==> src/hw/rtl/urxtrap_pkg.sv <==
package urxtrap_pkg;

  localparam int unsigned FifoDepthDef = 64;

  // request string: ESC, ASCII text, CR LF
  localparam int unsigned ReqLen = 31;
  localparam int unsigned McW    = 5;
  localparam logic [7:0] EscByte = 8'h1B;

  // one padding entry so a 5-bit index never leaves the array
  localparam logic [7:0] ReqSeq [32] = '{
    8'h1B, 8'h43, 8'h50, 8'h38, 8'h30, 8'h30, 8'h30, 8'h5F,
    8'h55, 8'h50, 8'h4C, 8'h4F, 8'h41, 8'h44, 8'h5F, 8'h52,
    8'h45, 8'h53, 8'h45, 8'h54, 8'h3A, 8'h38, 8'h46, 8'h33,
    8'h41, 8'h39, 8'h31, 8'h43, 8'h37, 8'h0D, 8'h0A, 8'h00
  };

  localparam int unsigned CfgIdxW  = 2;
  localparam int unsigned CfgDataW = 1;

  typedef enum logic [CfgIdxW-1:0] {
    CFG_PORT_EN = 2'd0,
    CFG_TRAP_EN = 2'd1
  } cfg_idx_e;

  typedef enum logic [1:0] {
    OP_RX   = 2'd0,
    OP_READ = 2'd1,
    OP_PEEK = 2'd2
  } op_e;

  typedef struct packed {
    logic                we;
    logic [CfgIdxW-1:0]  idx;
    logic [CfgDataW-1:0] data;
  } cfg_wr_t;

  // classified line byte or host request, handed from front to back
  typedef struct packed {
    logic [1:0]     op;
    logic [7:0]     rx_byte;
    logic [McW-1:0] replay_len;
    logic           queue_it;
    logic           trap_hit;
  } cmd_t;

endpackage

==> src/hw/rtl/urxtrap_if.sv <==
interface urxtrap_in_if;
  logic       valid;
  logic       ready;
  logic [1:0] op;
  logic [7:0] rx_byte;

  modport source (output valid, output op, output rx_byte, input ready);
  modport sink   (input valid, input op, input rx_byte, output ready);
endinterface

interface urxtrap_out_if;
  logic       valid;
  logic       ready;
  logic [7:0] data;
  logic       data_valid;
  logic [6:0] available_count;
  logic       dropped;
  logic       reset_request;

  modport source (output valid, output data, output data_valid,
                  output available_count, output dropped,
                  output reset_request, input ready);
  modport sink   (input valid, input data, input data_valid,
                  input available_count, input dropped,
                  input reset_request, output ready);
endinterface

==> src/hw/rtl/urxtrap_front.sv <==
module urxtrap_front (
  input  logic                  clk_i,
  input  logic                  rst_ni,
  input  urxtrap_pkg::cfg_wr_t  cfg_i,
  urxtrap_in_if.sink            in_i,
  output logic                  cmd_valid_o,
  input  logic                  cmd_ready_i,
  output urxtrap_pkg::cmd_t     cmd_o
);

  logic                        trap_en_q, trap_en_d;
  logic [urxtrap_pkg::McW-1:0] mc_q, mc_d;
  logic [urxtrap_pkg::McW-1:0] mc_eff;
  logic [urxtrap_pkg::McW-1:0] mc_inc;
  logic                        fire;

  assign in_i.ready  = cmd_ready_i;
  assign cmd_valid_o = in_i.valid;
  assign fire        = in_i.valid && cmd_ready_i;

  assign mc_eff = (mc_q >= urxtrap_pkg::McW'(urxtrap_pkg::ReqLen)) ? '0 : mc_q;
  assign mc_inc = mc_eff + urxtrap_pkg::McW'(1);

  always_comb begin
    cmd_o.op         = in_i.op;
    cmd_o.rx_byte    = in_i.rx_byte;
    cmd_o.replay_len = '0;
    cmd_o.queue_it   = 1'b1;
    cmd_o.trap_hit   = 1'b0;
    mc_d             = mc_q;
    trap_en_d        = trap_en_q;

    if (in_i.op == urxtrap_pkg::OP_RX && trap_en_q) begin
      if (in_i.rx_byte == urxtrap_pkg::ReqSeq[mc_eff]) begin
        cmd_o.queue_it = 1'b0;
        if (mc_inc == urxtrap_pkg::McW'(urxtrap_pkg::ReqLen)) begin
          cmd_o.trap_hit = 1'b1;
          mc_d           = '0;
        end else begin
          mc_d = mc_inc;
        end
      end else begin
        // held prefix goes back into the fifo; ESC starts a new match
        cmd_o.replay_len = mc_eff;
        if (in_i.rx_byte == urxtrap_pkg::EscByte) begin
          mc_d           = urxtrap_pkg::McW'(1);
          cmd_o.queue_it = 1'b0;
        end else begin
          mc_d = '0;
        end
      end
    end

    if (!fire) begin
      mc_d = mc_q;
    end

    if (cfg_i.we) begin
      case (cfg_i.idx)
        urxtrap_pkg::CFG_PORT_EN: mc_d = '0;
        urxtrap_pkg::CFG_TRAP_EN: trap_en_d = cfg_i.data[0];
        default: ;
      endcase
    end
  end

  always_ff @(posedge clk_i or negedge rst_ni) begin
    if (!rst_ni) begin
      trap_en_q <= 1'b1;
      mc_q      <= '0;
    end else begin
      trap_en_q <= trap_en_d;
      mc_q      <= mc_d;
    end
  end

endmodule

==> src/hw/rtl/urxtrap_cmdq.sv <==
module urxtrap_cmdq (
  input  logic              clk_i,
  input  logic              rst_ni,
  input  logic              push_valid_i,
  output logic              push_ready_o,
  input  urxtrap_pkg::cmd_t push_data_i,
  output logic              pop_valid_o,
  input  logic              pop_ready_i,
  output urxtrap_pkg::cmd_t pop_data_o
);

  // two-entry queue between classifier and executor
  urxtrap_pkg::cmd_t slot_q [2];
  logic              wr_q, wr_d;
  logic              rd_q, rd_d;
  logic [1:0]        cnt_q, cnt_d;
  logic              push, pop;

  assign push_ready_o = (cnt_q != 2'd2);
  assign pop_valid_o  = (cnt_q != 2'd0);
  assign pop_data_o   = slot_q[rd_q];
  assign push         = push_valid_i && push_ready_o;
  assign pop          = pop_valid_o && pop_ready_i;

  always_comb begin
    wr_d  = push ? ~wr_q : wr_q;
    rd_d  = pop ? ~rd_q : rd_q;
    cnt_d = cnt_q;
    if (push && !pop) begin
      cnt_d = cnt_q + 2'd1;
    end else if (pop && !push) begin
      cnt_d = cnt_q - 2'd1;
    end
  end

  always_ff @(posedge clk_i or negedge rst_ni) begin
    if (!rst_ni) begin
      wr_q  <= 1'b0;
      rd_q  <= 1'b0;
      cnt_q <= 2'd0;
    end else begin
      wr_q  <= wr_d;
      rd_q  <= rd_d;
      cnt_q <= cnt_d;
    end
  end

  always_ff @(posedge clk_i) begin
    if (push) begin
      slot_q[wr_q] <= push_data_i;
    end
  end

endmodule

==> src/hw/rtl/urxtrap_back.sv <==
module urxtrap_back #(
  parameter int unsigned FIFO_DEPTH = urxtrap_pkg::FifoDepthDef
) (
  input  logic                 clk_i,
  input  logic                 rst_ni,
  input  urxtrap_pkg::cfg_wr_t cfg_i,
  input  logic                 cmd_valid_i,
  output logic                 cmd_ready_o,
  input  urxtrap_pkg::cmd_t    cmd_i,
  urxtrap_out_if.source        out_o
);

  localparam int unsigned AW  = (FIFO_DEPTH > 1) ? $clog2(FIFO_DEPTH) : 1;
  localparam int unsigned CW  = $clog2(FIFO_DEPTH + 1);
  localparam int unsigned AvW = (CW + 1 > 8) ? CW + 1 : 8;

  typedef enum logic [3:0] {
    S_IDLE   = 4'b0001,
    S_REPLAY = 4'b0010,
    S_EXEC   = 4'b0100,
    S_RDWAIT = 4'b1000
  } state_e;

  state_e                      state_q, state_d;
  urxtrap_pkg::cmd_t           cmd_q, cmd_d;
  logic [urxtrap_pkg::McW-1:0] rep_q, rep_d;
  logic [AW-1:0]               wr_ptr_q, wr_ptr_d;
  logic [AW-1:0]               rd_ptr_q, rd_ptr_d;
  logic [CW-1:0]               cnt_q, cnt_d;
  logic                        peek_full_q, peek_full_d;
  logic [7:0]                  peek_byte_q, peek_byte_d;
  logic                        port_en_q, port_en_d;

  logic [7:0]                  mem [FIFO_DEPTH];
  logic [7:0]                  rd_data_q;
  logic                        mem_we, mem_re;
  logic [7:0]                  mem_wdata;

  logic                        out_valid_q;
  logic [7:0]                  out_data_q;
  logic                        out_dv_q;
  logic [6:0]                  out_avail_q;
  logic                        out_drop_q;
  logic                        out_rst_q;

  logic                        out_free;
  logic                        res_load;
  logic [7:0]                  res_data;
  logic                        res_dv;
  logic                        res_drop;
  logic                        res_rst;
  logic [6:0]                  res_avail;
  logic [AvW-1:0]              avail_sum;
  logic                        fifo_full;
  logic                        fifo_empty;
  logic [AW-1:0]               wr_ptr_inc;
  logic [AW-1:0]               rd_ptr_inc;

  assign out_free    = !out_valid_q || out_o.ready;
  assign cmd_ready_o = (state_q == S_IDLE);
  assign fifo_full   = (cnt_q == CW'(FIFO_DEPTH));
  assign fifo_empty  = (cnt_q == '0);
  assign wr_ptr_inc  = (wr_ptr_q == AW'(FIFO_DEPTH - 1)) ? '0 : wr_ptr_q + AW'(1);
  assign rd_ptr_inc  = (rd_ptr_q == AW'(FIFO_DEPTH - 1)) ? '0 : rd_ptr_q + AW'(1);

  always_comb begin
    state_d     = state_q;
    cmd_d       = cmd_q;
    rep_d       = rep_q;
    wr_ptr_d    = wr_ptr_q;
    rd_ptr_d    = rd_ptr_q;
    cnt_d       = cnt_q;
    peek_full_d = peek_full_q;
    peek_byte_d = peek_byte_q;
    port_en_d   = port_en_q;
    mem_we      = 1'b0;
    mem_re      = 1'b0;
    mem_wdata   = cmd_q.rx_byte;
    res_load    = 1'b0;
    res_data    = 8'h00;
    res_dv      = 1'b0;
    res_drop    = 1'b0;
    res_rst     = 1'b0;

    case (state_q)
      S_IDLE: begin
        if (cmd_valid_i) begin
          cmd_d = cmd_i;
          rep_d = '0;
          if (port_en_q && cmd_i.replay_len != '0) begin
            state_d = S_REPLAY;
          end else begin
            state_d = S_EXEC;
          end
        end
      end

      S_REPLAY: begin
        // bytes that find the fifo full are lost
        if (!fifo_full) begin
          mem_we    = 1'b1;
          mem_wdata = urxtrap_pkg::ReqSeq[rep_q];
          wr_ptr_d  = wr_ptr_inc;
          cnt_d     = cnt_q + CW'(1);
        end
        rep_d = rep_q + urxtrap_pkg::McW'(1);
        if (rep_d == cmd_q.replay_len) begin
          state_d = S_EXEC;
        end
      end

      S_EXEC: begin
        if (out_free) begin
          res_load = 1'b1;
          state_d  = S_IDLE;
          case (cmd_q.op)
            urxtrap_pkg::OP_RX: begin
              if (cmd_q.trap_hit) begin
                res_rst     = 1'b1;
                wr_ptr_d    = '0;
                rd_ptr_d    = '0;
                cnt_d       = '0;
                peek_full_d = 1'b0;
                peek_byte_d = 8'h00;
              end else if (cmd_q.queue_it && port_en_q) begin
                if (fifo_full) begin
                  res_drop = 1'b1;
                end else begin
                  mem_we   = 1'b1;
                  wr_ptr_d = wr_ptr_inc;
                  cnt_d    = cnt_q + CW'(1);
                end
              end
            end
            urxtrap_pkg::OP_READ: begin
              if (port_en_q) begin
                if (peek_full_q) begin
                  res_data    = peek_byte_q;
                  res_dv      = 1'b1;
                  peek_full_d = 1'b0;
                  peek_byte_d = 8'h00;
                end else if (!fifo_empty) begin
                  mem_re   = 1'b1;
                  rd_ptr_d = rd_ptr_inc;
                  cnt_d    = cnt_q - CW'(1);
                  res_load = 1'b0;
                  state_d  = S_RDWAIT;
                end
              end
            end
            urxtrap_pkg::OP_PEEK: begin
              if (port_en_q) begin
                if (peek_full_q) begin
                  res_data = peek_byte_q;
                  res_dv   = 1'b1;
                end else if (!fifo_empty) begin
                  mem_re   = 1'b1;
                  rd_ptr_d = rd_ptr_inc;
                  cnt_d    = cnt_q - CW'(1);
                  res_load = 1'b0;
                  state_d  = S_RDWAIT;
                end
              end
            end
            default: ;
          endcase
        end
      end

      S_RDWAIT: begin
        if (out_free) begin
          res_load = 1'b1;
          res_data = rd_data_q;
          res_dv   = 1'b1;
          state_d  = S_IDLE;
          if (cmd_q.op == urxtrap_pkg::OP_PEEK) begin
            peek_full_d = 1'b1;
            peek_byte_d = rd_data_q;
          end
        end
      end

      default: state_d = S_IDLE;
    endcase

    if (cfg_i.we && cfg_i.idx == urxtrap_pkg::CFG_PORT_EN) begin
      port_en_d   = cfg_i.data[0];
      wr_ptr_d    = '0;
      rd_ptr_d    = '0;
      cnt_d       = '0;
      peek_full_d = 1'b0;
      peek_byte_d = 8'h00;
    end
  end

  // count after this transaction, saturated to the output field; zero while the port is disabled
  always_comb begin
    avail_sum = AvW'(cnt_d) + AvW'(peek_full_d);
    if (!port_en_q) begin
      res_avail = 7'd0;
    end else if (avail_sum > AvW'(127)) begin
      res_avail = 7'h7F;
    end else begin
      res_avail = avail_sum[6:0];
    end
  end

  always_ff @(posedge clk_i or negedge rst_ni) begin
    if (!rst_ni) begin
      state_q     <= S_IDLE;
      rep_q       <= '0;
      wr_ptr_q    <= '0;
      rd_ptr_q    <= '0;
      cnt_q       <= '0;
      peek_full_q <= 1'b0;
      peek_byte_q <= 8'h00;
      port_en_q   <= 1'b0;
      out_valid_q <= 1'b0;
    end else begin
      state_q     <= state_d;
      rep_q       <= rep_d;
      wr_ptr_q    <= wr_ptr_d;
      rd_ptr_q    <= rd_ptr_d;
      cnt_q       <= cnt_d;
      peek_full_q <= peek_full_d;
      peek_byte_q <= peek_byte_d;
      port_en_q   <= port_en_d;
      if (res_load) begin
        out_valid_q <= 1'b1;
      end else if (out_o.ready) begin
        out_valid_q <= 1'b0;
      end
    end
  end

  always_ff @(posedge clk_i) begin
    cmd_q <= cmd_d;
    if (res_load) begin
      out_data_q  <= res_data;
      out_dv_q    <= res_dv;
      out_avail_q <= res_avail;
      out_drop_q  <= res_drop;
      out_rst_q   <= res_rst;
    end
  end

  always_ff @(posedge clk_i) begin
    if (mem_we) begin
      mem[wr_ptr_q] <= mem_wdata;
    end
    if (mem_re) begin
      rd_data_q <= mem[rd_ptr_q];
    end
  end

  assign out_o.valid           = out_valid_q;
  assign out_o.data            = out_data_q;
  assign out_o.data_valid      = out_dv_q;
  assign out_o.available_count = out_avail_q;
  assign out_o.dropped         = out_drop_q;
  assign out_o.reset_request   = out_rst_q;

endmodule

==> src/hw/rtl/uart_rx_fifo_with_magic_sequence_trap_unit.sv <==
// channel   dir  fields                                              
// in_i      in   op[1:0], rx_byte[7:0]                                
// out_o     out  data[7:0], data_valid, available_count[6:0],        
//                dropped, reset_request                              
// cfg       in   cfg_we_i, cfg_idx_i[1:0], cfg_data_i[0:0]            
//
// The result register loads once a transaction has passed the command queue,
// the command register, any replay of held request bytes on a mismatch (up
// to 30, via the single fifo write port) and the execute state, plus the
// read-wait state for a fifo-popping read or peek. Async active-low reset;
// fifo contents are not cleared, the pointers are. A two-entry command queue
// lets in_i accept during an output stall; a full queue drops in_i.ready.
module uart_rx_fifo_with_magic_sequence_trap_unit #(
  parameter int unsigned FIFO_DEPTH = urxtrap_pkg::FifoDepthDef
) (
  input  logic                                 clk_i,
  input  logic                                 rst_ni,
  input  logic                                 cfg_we_i,
  input  logic [urxtrap_pkg::CfgIdxW-1:0]      cfg_idx_i,
  input  logic [urxtrap_pkg::CfgDataW-1:0]     cfg_data_i,
  urxtrap_in_if.sink                           in_i,
  urxtrap_out_if.source                        out_o
);

  urxtrap_pkg::cfg_wr_t cfg;
  urxtrap_pkg::cmd_t    fr_cmd;
  urxtrap_pkg::cmd_t    bk_cmd;
  logic                 fr_valid, fr_ready;
  logic                 bk_valid, bk_ready;

  assign cfg.we   = cfg_we_i;
  assign cfg.idx  = cfg_idx_i;
  assign cfg.data = cfg_data_i;

  urxtrap_front u_front (
    .clk_i       (clk_i),
    .rst_ni      (rst_ni),
    .cfg_i       (cfg),
    .in_i        (in_i),
    .cmd_valid_o (fr_valid),
    .cmd_ready_i (fr_ready),
    .cmd_o       (fr_cmd)
  );

  urxtrap_cmdq u_cmdq (
    .clk_i        (clk_i),
    .rst_ni       (rst_ni),
    .push_valid_i (fr_valid),
    .push_ready_o (fr_ready),
    .push_data_i  (fr_cmd),
    .pop_valid_o  (bk_valid),
    .pop_ready_i  (bk_ready),
    .pop_data_o   (bk_cmd)
  );

  urxtrap_back #(
    .FIFO_DEPTH (FIFO_DEPTH)
  ) u_back (
    .clk_i       (clk_i),
    .rst_ni      (rst_ni),
    .cfg_i       (cfg),
    .cmd_valid_i (bk_valid),
    .cmd_ready_o (bk_ready),
    .cmd_i       (bk_cmd),
    .out_o       (out_o)
  );

endmodule
==> src/flat_wrapper.sv <==
// flat-port wrapper written by rule: the top's interface ports become plain ports
module uart_rx_fifo_with_magic_sequence_trap_unit_flat 
#(
  parameter int unsigned FIFO_DEPTH = urxtrap_pkg::FifoDepthDef
)
  (clk_i, rst_ni, cfg_we_i, cfg_idx_i, cfg_data_i, in_i_valid, in_i_op, in_i_rx_byte, in_i_ready, out_o_valid, out_o_data, out_o_data_valid, out_o_available_count, out_o_dropped, out_o_reset_request, out_o_ready);
  urxtrap_in_if in_i_i ();
  urxtrap_out_if out_o_i ();
  input  logic clk_i;
  input  logic rst_ni;
  input  logic cfg_we_i;
  input  logic [urxtrap_pkg::CfgIdxW-1:0] cfg_idx_i;
  input  logic [urxtrap_pkg::CfgDataW-1:0] cfg_data_i;
  input wire logic [$bits(in_i_i.valid)-1:0] in_i_valid;
  input wire logic [$bits(in_i_i.op)-1:0] in_i_op;
  input wire logic [$bits(in_i_i.rx_byte)-1:0] in_i_rx_byte;
  output wire logic [$bits(in_i_i.ready)-1:0] in_i_ready;
  output wire logic [$bits(out_o_i.valid)-1:0] out_o_valid;
  output wire logic [$bits(out_o_i.data)-1:0] out_o_data;
  output wire logic [$bits(out_o_i.data_valid)-1:0] out_o_data_valid;
  output wire logic [$bits(out_o_i.available_count)-1:0] out_o_available_count;
  output wire logic [$bits(out_o_i.dropped)-1:0] out_o_dropped;
  output wire logic [$bits(out_o_i.reset_request)-1:0] out_o_reset_request;
  input wire logic [$bits(out_o_i.ready)-1:0] out_o_ready;
  assign in_i_i.valid = in_i_valid;
  assign in_i_i.op = in_i_op;
  assign in_i_i.rx_byte = in_i_rx_byte;
  assign in_i_ready = in_i_i.ready;
  assign out_o_valid = out_o_i.valid;
  assign out_o_data = out_o_i.data;
  assign out_o_data_valid = out_o_i.data_valid;
  assign out_o_available_count = out_o_i.available_count;
  assign out_o_dropped = out_o_i.dropped;
  assign out_o_reset_request = out_o_i.reset_request;
  assign out_o_i.ready = out_o_ready;
  uart_rx_fifo_with_magic_sequence_trap_unit #(.FIFO_DEPTH(FIFO_DEPTH)) u_core (.clk_i(clk_i), .rst_ni(rst_ni), .cfg_we_i(cfg_we_i), .cfg_idx_i(cfg_idx_i), .cfg_data_i(cfg_data_i), .in_i(in_i_i), .out_o(out_o_i));
endmodule
==> config.mk <==
export PLATFORM = sky130hd
export DESIGN_NAME = uart_rx_fifo_with_magic_sequence_trap_unit_flat
export DESIGN_NICKNAME = d
export VERILOG_FILES = /design/src/hw/rtl/urxtrap_pkg.sv /design/src/hw/rtl/urxtrap_if.sv /design/src/hw/rtl/urxtrap_front.sv /design/src/hw/rtl/urxtrap_cmdq.sv /design/src/hw/rtl/urxtrap_back.sv /design/src/hw/rtl/uart_rx_fifo_with_magic_sequence_trap_unit.sv /design/src/flat_wrapper.sv
export SDC_FILE = /design/constraint.sdc
export NUM_CORES = 1
export LEC_CHECK = 0
export ABC_CLOCK_PERIOD_IN_PS = 5600
export CAP_MARGIN = 20
export CORE_AREA = 5 5 242 244
export CTS_CLUSTER_SIZE = 30
export DETAILED_ROUTE_END_ITERATION = 8
export DIE_AREA = 0 0 247 249
export DONT_BUFFER_PORTS = 1
export PLACE_DENSITY_LB_ADDON = 0.2
export SLEW_MARGIN = 10
export SYNTH_ARGS = -nofsm -noshare
export SYNTH_HDL_FRONTEND = slang
export SYNTH_HIERARCHICAL = 1
export SYNTH_SLANG_ARGS = --single-unit
==> constraint.sdc <==
create_clock -name clk_i -period 5.6 [get_ports clk_i]
set_input_delay 0.56 -clock clk_i [delete_from_list [all_inputs] [get_ports clk_i]]
set_output_delay 0.56 -clock clk_i [all_outputs]
set_load 0.05 [all_outputs]
# == Word level (Yosys, flattened, before mapping) ==
# Memories as Yosys holds them, arrays and structs flattened. A register that Yosys moved wholly into a read port is not among the register bits.
# Index checks and enable logic that the tools add are counted.
# op_classes
addsub,9
n_eq_ne,32
magnitude_cmp,4
bitwise,8
n_mux,117
n_reduce_logical,36
# ops
cell,n
2-to-1 mux 8 bit,18
2-to-1 mux 6 bit,15
2-to-1 mux 7 bit,10
one-hot mux 8 bit (2 select lines),3
2-to-1 mux 5 bit,9
2-to-1 mux 1 bit,40
2-to-1 mux 4 bit,8
one-hot mux 7 bit (2 select lines),2
one-hot mux 6 bit (2 select lines),2
"!= test 4 bit, second input constant",4
one-hot mux 4 bit (4 select lines),1
"adder 6 x 1 -> 6 bit, second input constant",2
"== test 6 bit, second input constant",2
">= comparator 6 bit, second input constant",2
"!= test 3 bit, second input constant",4
NOT 5 -> 6 bit,2
nonzero test 2 bit,6
"adder 5 x 1 -> 5 bit, second input constant",2
"!= test 2 bit, second input constant",5
one-hot mux 1 bit (2 select lines),5
one-hot mux 5 bit (2 select lines),1
"!= test 3 x 2 -> 1 bit, second input constant",3
nonzero test 3 bit,3
adder 7 x 1 -> 8 bit,1
other kinds (35),56
# word_totals
romBits,512
mem_bits_rw,546
n_memories,4
inputBits,18
out_inout_bits,20
reg_bits,84
word_cells,234
# memory_table
name,depth,word_bits,read_ports,rd_clocked_by_memory_dff,wr,line_no,source
u_core.u_back.mem,64,8,1,1,1,urxtrap_back.sv:34,logic [7:0] mem [FIFO_DEPTH];
(no name shown),32,8,1,0,0,urxtrap_front.sv:34,if (in_i.rx_byte == urxtrap_pkg::ReqSeq[mc_eff]) begin
(no name shown),32,8,1,0,0,urxtrap_back.sv:102,mem_wdata = urxtrap_pkg::ReqSeq[rep_q];
u_core.u_cmdq.slot_q,2,17,1,0,1,urxtrap_cmdq.sv:13,urxtrap_pkg::cmd_t slot_q [2];

# == Depth between registers and ports, before layout ==
# Gate-level depths: netlist of run 1.
# logic_depth
depth_word,12
depth_mapped,14

# == By module ==
# Netlist of run 1, hierarchy kept.
# by_module_without_submodules
mod,cells_per_inst,area_each_um2,seq_area_each_um2,n_inst
urxtrap_back,1442,24796.3,17643.2,1
urxtrap_cmdq,71,1473.9,1121.1,1
urxtrap_front,187,1353.8,151.4,1

# == Worst setup path after synthesis of run 1 ==
# OpenSTA, ideal clock, no wires.
# synth_path
path_kind,reg2reg
startpoint,register u_core.u_back.state_q[3]
endpoint,memory u_core.u_back.mem[0][5] (data pin)
n_path_buf,2
t_arrival_ps,4052
required_time_ps,4898
period_less_slack_ps,4753
path_stages_with_launch,6
setup_slack_ps,847
cell_sequence,dfrtp_1 > buf_6 > nor4b_2 > nand2_1 > clkbuf_1 > o21ai_0
# synth_between
elab_chain_cells,2
# synth_lines
item,line_no,source
from (decl),urxtrap_back.sv:24,"state_e state_q, state_d;"
from (signal assigned),urxtrap_back.sv:220,state_q <= state_d;
== test 4 x 2 -> 1 bit,urxtrap_back.sv:85,case (state_q)
2-to-1 mux 8 bit,urxtrap_back.sv:85,
net u_core.u_back.mem_wdata[5],urxtrap_back.sv:37,logic [7:0] mem_wdata;
to (decl),urxtrap_back.sv:34,
# The timed path passes the listed nets, and every way through them passes these cells.

==> results of run 1 <==
[worst max-delay path: cells and delay by family (launching register included)]
kind,cells,cell delay [ns]
AOI/OAI and AO/OA,5,1.47
buffers and inverters,1,0.22
and+or+nand+nor,4,1.02
adders and majority gates,2,0.97
DFF,1,0.67
[synth_stat cells (7+ instances only)]
cell type	count
a21oi_1	74
a22o_1	8
a31oi_1	12
and3_1	9
buf_1	12
buf_2	20
buf_4	14
clkbuf_1	55
dfrtp_1	47
edfxtp_1	589
ha_1	28
inv_1	32
mux2_2	26
mux2_4	9
mux2i_1	54
mux4_2	122
nand2_1	103
nand2b_1	24
nand3_1	26
nor2_1	109
nor2b_1	9
nor3_1	16
o211ai_1	8
o21a_1	7
o21ai_0	71
o21ai_1	9
o221ai_1	19
o22ai_1	22
o31ai_1	8
xnor2_1	8
xor2_1	13
[logic make-up after synthesis]
kind of cell / after synthesis
mux: 211
compound gates: 297
xor+xnor: 21
buf+inv: 140
simple gates: 365
flops: 638
fa+ha+maj: 28
[placed cells by master, fill, tap and decap left out, types with 6 or more instances in the layout]
master / Yosys / routed
o221ai_1: 19 / 19
nand3_1: 26 / 26
edfxtp_1: 589 / 589
mux2_4: 9 / 9
o21ai_0: 71 / 67
bufinv_16: 0 / 6
o21ai_1: 9 / 9
a21oi_1: 74 / 74
nand2b_1: 24 / 24
and3_1: 9 / 9
clkinv_1: 0 / 9
o211ai_1: 8 / 8
nor3_1: 16 / 16
nor2_1: 109 / 108
buf_4: 14 / 20
nand2_1: 103 / 102
clkbuf_1: 55 / 16
nand3b_1: 6 / 6
mux2i_1: 54 / 54
o22ai_1: 22 / 22
a22o_1: 8 / 8
clkbuf_16: 0 / 71
a31oi_1: 12 / 12
xor2_1: 13 / 13
dfrtp_1: 47 / 44
mux4_2: 122 / 122
ha_1: 28 / 28
nor2b_1: 9 / 9
mux2_2: 26 / 26
inv_1: 32 / 32
o21a_1: 7 / 7
xnor2_1: 8 / 8
o31ai_1: 8 / 6
or3b_2: 6 / 6
clkinv_2: 0 / 8
[repair_timing]
item,4_1_cts,5_1_grt
setup buffers,0,0
hold buffers,2,0
hold endpoints to repair,49,0
[stage by stage]
step	utilization, %	area (µm²)	power (mW)
6_report	54.53	30570	14.90
5_1_grt	54.53	30570	15.50
4_1_cts	54.52	30560	15.04
3_5_place_dp	50.50	28310	10.58
3_3_place_gp	50.50	28310	10.53
2_1_floorplan	-	27620	9.262
[per-layer routing]
metal  track usage (%)  vias up  part of all wire (%)  wire (µm)
li1                  -     6718                     -          -
met1             30.89     7847                    45      28670
met2             31.31      508                    47      29650
met3             3.820       90                   6.0       3844
met4             5.213        0                   2.4       1502
met5                 0        -                     0          0
[power by group through the flow]
stage / Clock [mW] / Sequential (mW) / Combinational [mW]
5_1_grt: 4.72 / 6.65 / 4.12
4_1_cts: 4.53 / 6.62 / 3.89
3_5_place_dp: 0 / 6.72 / 3.86
3_3_place_gp: 0 / 6.71 / 3.82
6_report: 4.44 / 6.62 / 3.84
2_1_floorplan: 0 / 6.63 / 2.63
[layout make-up]
type                            instances  share of cell area, %
Clock buffer                           88                  6.054
Multi-Input combinational cell        922                  26.61
Clock inverter                         33                  1.183
Inverter                               33                 0.4052
Sequential cell                       638                  61.91
Tap cell                              756                  3.094
Timing Repair Buffer                   24                 0.7449
[path summary, 6_finish.rpt]
| path | from | endpoint |
|---|---|---|
| worst min register to register | u_core/u_back/peek_byte_q[4] | u_core/u_back/peek_byte_q[4] |
| max in group asynchronous | rst_ni | u_core/u_back/state_q[0] |
| min in group asynchronous | rst_ni | u_core/u_back/out_o.valid |
| worst min-delay path | in_i_rx_byte[0] | u_core/u_cmdq/slot_q[0][7] |
| worst max-delay path | u_core/u_front/mc_q[1] | u_core/u_cmdq/slot_q[1][5] |
| worst max register to register | u_core/u_front/mc_q[1] | u_core/u_cmdq/slot_q[1][5] |
[state kept, by name (all words and copies together) (netlist names), 2 cells and up]
name	cells
u_core/u_back/cmd_q	17
u_core/u_back/cnt_q	7
u_core/u_back/mem	512
u_core/u_back/out_o.available_count	7
u_core/u_back/out_o.data	8
u_core/u_back/peek_byte_q	8
u_core/u_back/rd_data_q	8
u_core/u_back/rd_ptr_q	6
u_core/u_back/rep_q	5
u_core/u_back/state_q	4
u_core/u_back/wr_ptr_q	6
u_core/u_cmdq/cnt_q	2
u_core/u_cmdq/slot_q	34
u_core/u_front/mc_q	5
==> metrics, run 1 <==
outcome completed; EDFF count, synth 589; CTS Buffer Depth 3; Clk Latency, worst-skew pair 0.60 ns; GRT Util Overall 20.52%; DRT antenna net count 0; P_sw 4.658 mW; Root Driver clkbuf_16; # resized after CTS 0; WL final 63.67 mm; worst hold-check path type in2reg; area leader, netlist edfxtp_1; Max Freq 0.2157 GHz; setup repair after global routing missed its margin no; CP endpoint kind flip-flop; top post-synthesis cells by area edfxtp_1, mux4_2, dfrtp_1, mux2i_1, nor2_1; Fin Clk Skew 0.02134 ns; CTS tree yes; core area 56060 µm²; vias in the first global route 14900; Max VDD drop 0.0002590 V; endpoints failing hold 0; Register Area 18920 µm²; Power Density 487.5 nW/µm²; initial antenna violation count 1; Clock transition at path regs 0.06 ns; Distinct cells, synth 97; RePlAce Congestion 0.8936; Gate power share 25.7%; synthesis-stage register bit count 638; Sw Share 31.26%; most used cell along the critical path ha_1; GRT overflow 0; multi-input gate area in the final layout 8135 µm²; Sink Count 638; max-cap viol count 0; DRT Pass-1 Iters 5; Avg Inst Size Synth 16.25 µm²; full die area 61500 µm²; Startpoint Class flip-flop; Clock Power Share 29.8%; main combinational cell family by area after synthesis multiplexers; fraction of layout cells with a size suffix above 1 18.81%; global-route wire length before repair 95.72 mm; final cycle utilization of the critical path 82.77%; Synth Area in Simple Gates 6.681%; Starting DRT DRC Count 1332; R2R cell count 12; xor/xnor share of the synthesized area 0.6658%; Worst-Margin Slew 1.074 ns; Worst path max stage delay 0.67 ns; IO Count 38; die span in y 249 µm; Mapped Cells 1700; WHS Path Cells 0; WS Path Type reg2reg; placed cells 2370; Setup TNS 0 ns; Die X 247 µm; Crit-path slowest cell dfrtp_1; final setup vio count 0; Layout area overhead 10.66%; H-tree level count 3; Final WS setup 0.9647 ns; fin. max-slew vios 0; R2R Setup Slk 0.96 ns; CP arrival 4.95 ns; vias post-DR 15160; post-synthesis adder-cell area fraction 1.268%; Routed WL per cell 25.53 µm; Syn Nets 1746; ys flop type edfxtp_1; mapped cell area 27620 µm²; Via density 6.080; Yosys top cell area share 64.03%; DRC 0; HPWL after detailed placement 40.25 mm; Worst Path Required 5.91 ns; sequential share of power 44.4%; largest net degree at the start of global routing 108; Final #Nets 1732; mux cell area share after synthesis 13.45%; Site Rows 87; asr flop ratio synth 7.680%; Post-Layout Cell Count 2494; slew margin rel. 28.12%; CP Cell Sequence ha_1 > a21oi_2 > o21ai_0 > inv_1 > ha_1 > a221oi_2 > o32ai_1 > or4_1 > a22oi_2 > nand4_1 > nand2_1 > nor2_1; Filler cells 4415; ANT cells 0; Period minus WS final 4.635 ns; post-synthesis compound-gate area fraction 7.079%; number of CTS-inserted buffers 67; initial core utilization 49.28%; worst slack at placement 1.184 ns; crit-path max FO 15; hold_ws 0.05513 ns; Port Buffers 0; Power Internal 10.24 mW; Static Leak 9.748 nW; yosys warns 6; Seq/Total Area, Yosys 68.48%
No activity file was read; power rests on OpenSTA's default activity.
==> inputs of run 2 (changes only) <==
- ABC_CLOCK_PERIOD_IN_PS: 5600 -> 4600
- clock period: 5.6 -> 4.6 ns (I/O delays scaled with it)
==> metrics, run 2 (synthesis results as in run 1) <==
HPWL after detailed placement 43.10 mm (+7.1%); Sink Count 638 (unchanged); Worst Path Required 4.84 ns (-1.07 ns); initial core utilization 49.28% (unchanged); vias post-DR 15530 (+2.4%); most frequent cells in the layout edfxtp_1, mux4_2, nor2_1, nand2_1, buf_4; fraction of layout cells with a size suffix above 1 21.08% (+2.3 points); Via density 6.040 (-0.65%); largest net degree at the start of global routing 65 (-40%); Period minus WS final 3.808 ns (-0.8270 ns); Max Freq 0.2626 GHz (+22%); RePlAce Congestion 0.8676 (-2.9%); fin. max-slew vios 0 (unchanged); Worst path max stage delay 0.79 ns (+0.12 ns); setup repair after global routing missed its margin no; WS Path Type reg2reg; CP arrival 4.05 ns (-0.90 ns); die span in y 249 µm (unchanged); max-cap viol count 0 (unchanged); IO Count 38 (unchanged); slew margin rel. 25.92% (-2.2 points); H-tree level count 3 (unchanged); full die area 61500 µm² (unchanged); final setup vio count 0 (unchanged); DRC 0 (unchanged); Routed WL per cell 25.52 µm (about the same); Setup TNS 0 ns (unchanged); Max VDD drop 0.0003817 V (+47%); Fin Clk Skew 0.02636 ns (+0.005015 ns); commonest non-fill, non-tap cell in the layout edfxtp_1; CTS tree yes; Site Rows 87 (unchanged); CP endpoint kind flip-flop; Starting DRT DRC Count 1530 (+15%); Top reg by flops u_core/u_back/mem; Final WS setup 0.7917 ns (-0.1730 ns); endpoints failing hold 0 (unchanged); Filler cells 4357 (-1.3%); Post-DP Area 28800 µm² (+1.7%); Die X 247 µm (unchanged); Final #Nets 1806 (+4.3%); Layout area overhead 12.81%; # resized after CTS 0 (unchanged); core area 56060 µm² (unchanged); DRT Pass-1 Iters 6 (+1); number of CTS-inserted buffers 67 (unchanged); outcome completed; # Post-CTS Setup Buffers 0 (unchanged); CTS Buffer Depth 3 (unchanged); final cycle utilization of the critical path 82.79% (about the same); worst slack at placement 0.9032 ns (-0.2811 ns); top flop regs u_core/u_back/mem x512, u_core/u_cmdq/slot_q x34, u_core/u_back/cmd_q x17; Clk Latency, worst-skew pair 0.61 ns (about the same); global-route wire length before repair 98.41 mm (+2.8%); total power 18.30 mW (+23%); vias in the first global route 15300 (+2.7%); initial antenna violation count 2 (+1); Power Density 587.2 nW/µm² (+20%); Clock transition at path regs 0.06 ns (about the same); crit-path max FO 11 (-4); WL final 65.61 mm (+3.0%); worst hold-check path type in2reg; Root Driver clkbuf_16; CP Cell Sequence nor4b_2 > nand2_1 > o21ai_0 > buf_4 > nand2b_1 > nor2_1; Port Buffers 0 (unchanged); max reg flops 512 (unchanged); DRT antenna net count 0 (unchanged); fin area 31160 µm² (+1.9%); Static Leak 10.14 nW (+4.0%); GRT Util Overall 21.22% (+0.70 points); Worst-Margin Slew 1.111 ns (+0.03701 ns); Crit-path slowest cell nor4b_2; GRT overflow 0 (unchanged); Startpoint Class flip-flop
run 2: changes by cell type in the layout (fill, tap and decap cells not counted), sizes merged, moves of 2 or more:
cell / before / now
clkinvlp: 5 / 0
clkinv: 20 / 26
buf: 23 / 86
dlygate4sd3: 1 / 12
diode: 0 / 3
bufinv: 6 / 8
clkbuf: 88 / 84
run 2: layer usage:
layer  part of all wire (%)  GRT usage, %  vias to the layer above
met2                     48         33.00                      533
li1                       -             -                     6859
met3                    6.4         3.981                       98
met1                     44         31.37                     8039
met5                      0             0                        -
met4                    2.2         5.277                        0
run 2: worst paths after layout:
check                                        startpoint  slack (ns)                           end  cells after the start
setup / recovery               u_core/u_back/state_q[2]        0.79       u_core/u_back/mem[6][5]                      6
max in group asynchronous                        rst_ni        3.84      u_core/u_back/state_q[0]                      2
setup reg to reg               u_core/u_back/state_q[2]        0.79       u_core/u_back/mem[6][5]                      6
hold reg to reg            u_core/u_back/peek_byte_q[3]        0.48  u_core/u_back/peek_byte_q[3]                      2
min in group asynchronous                        rst_ni        0.46  u_core/u_back/peek_byte_q[0]                      2
hold / removal                               in_i_valid        0.07            u_core/u_cmdq/wr_q                      2
run 2: repair_timing:
action,in CTS,in global routing
hold buffers,13,0
endpoints found under the hold margin,71,0
setup endpoints to repair,0,0
run 2: power by group:
part,internal (mW),total [mW],switching [mW]
Combinational,1.75,4.77,3.02
Clock,3.20,5.37,2.17
Sequential,7.63,8.16,0.534
run 2: worst max-delay path, delay by kind of cell, from the launching register on:
family,cells,cell delay (ns)
flops,1,0.49
buf+inv,1,0.28
compound gates,1,0.45
simple gates,4,2.22
run 2: cell type report:
cell class	instances	area [µm²]	area share (%)
Timing Repair Buffer	98	848.3	2.722
Multi-Input combinational cell	922	8133	26.10
Antenna cell	3	7.507	0.02409
Sequential cell	638	18920	60.73
Inverter	33	123.9	0.3975
Clock inverter	37	397.9	1.277
Clock buffer	84	1783	5.721
Tap cell	756	945.9	3.035
run 2: per-stage QoR:
step           hold WS (ns)  util [%]  std cells
4_1_cts             0.03871     55.53       2566
5_1_grt             0.07074     55.58       2569
3_5_place_dp         0.1662     51.37       2432
2_1_floorplan        0.1644         -       1700
3_3_place_gp         0.1658     51.37       2432
6_report            0.07064     55.59       2571
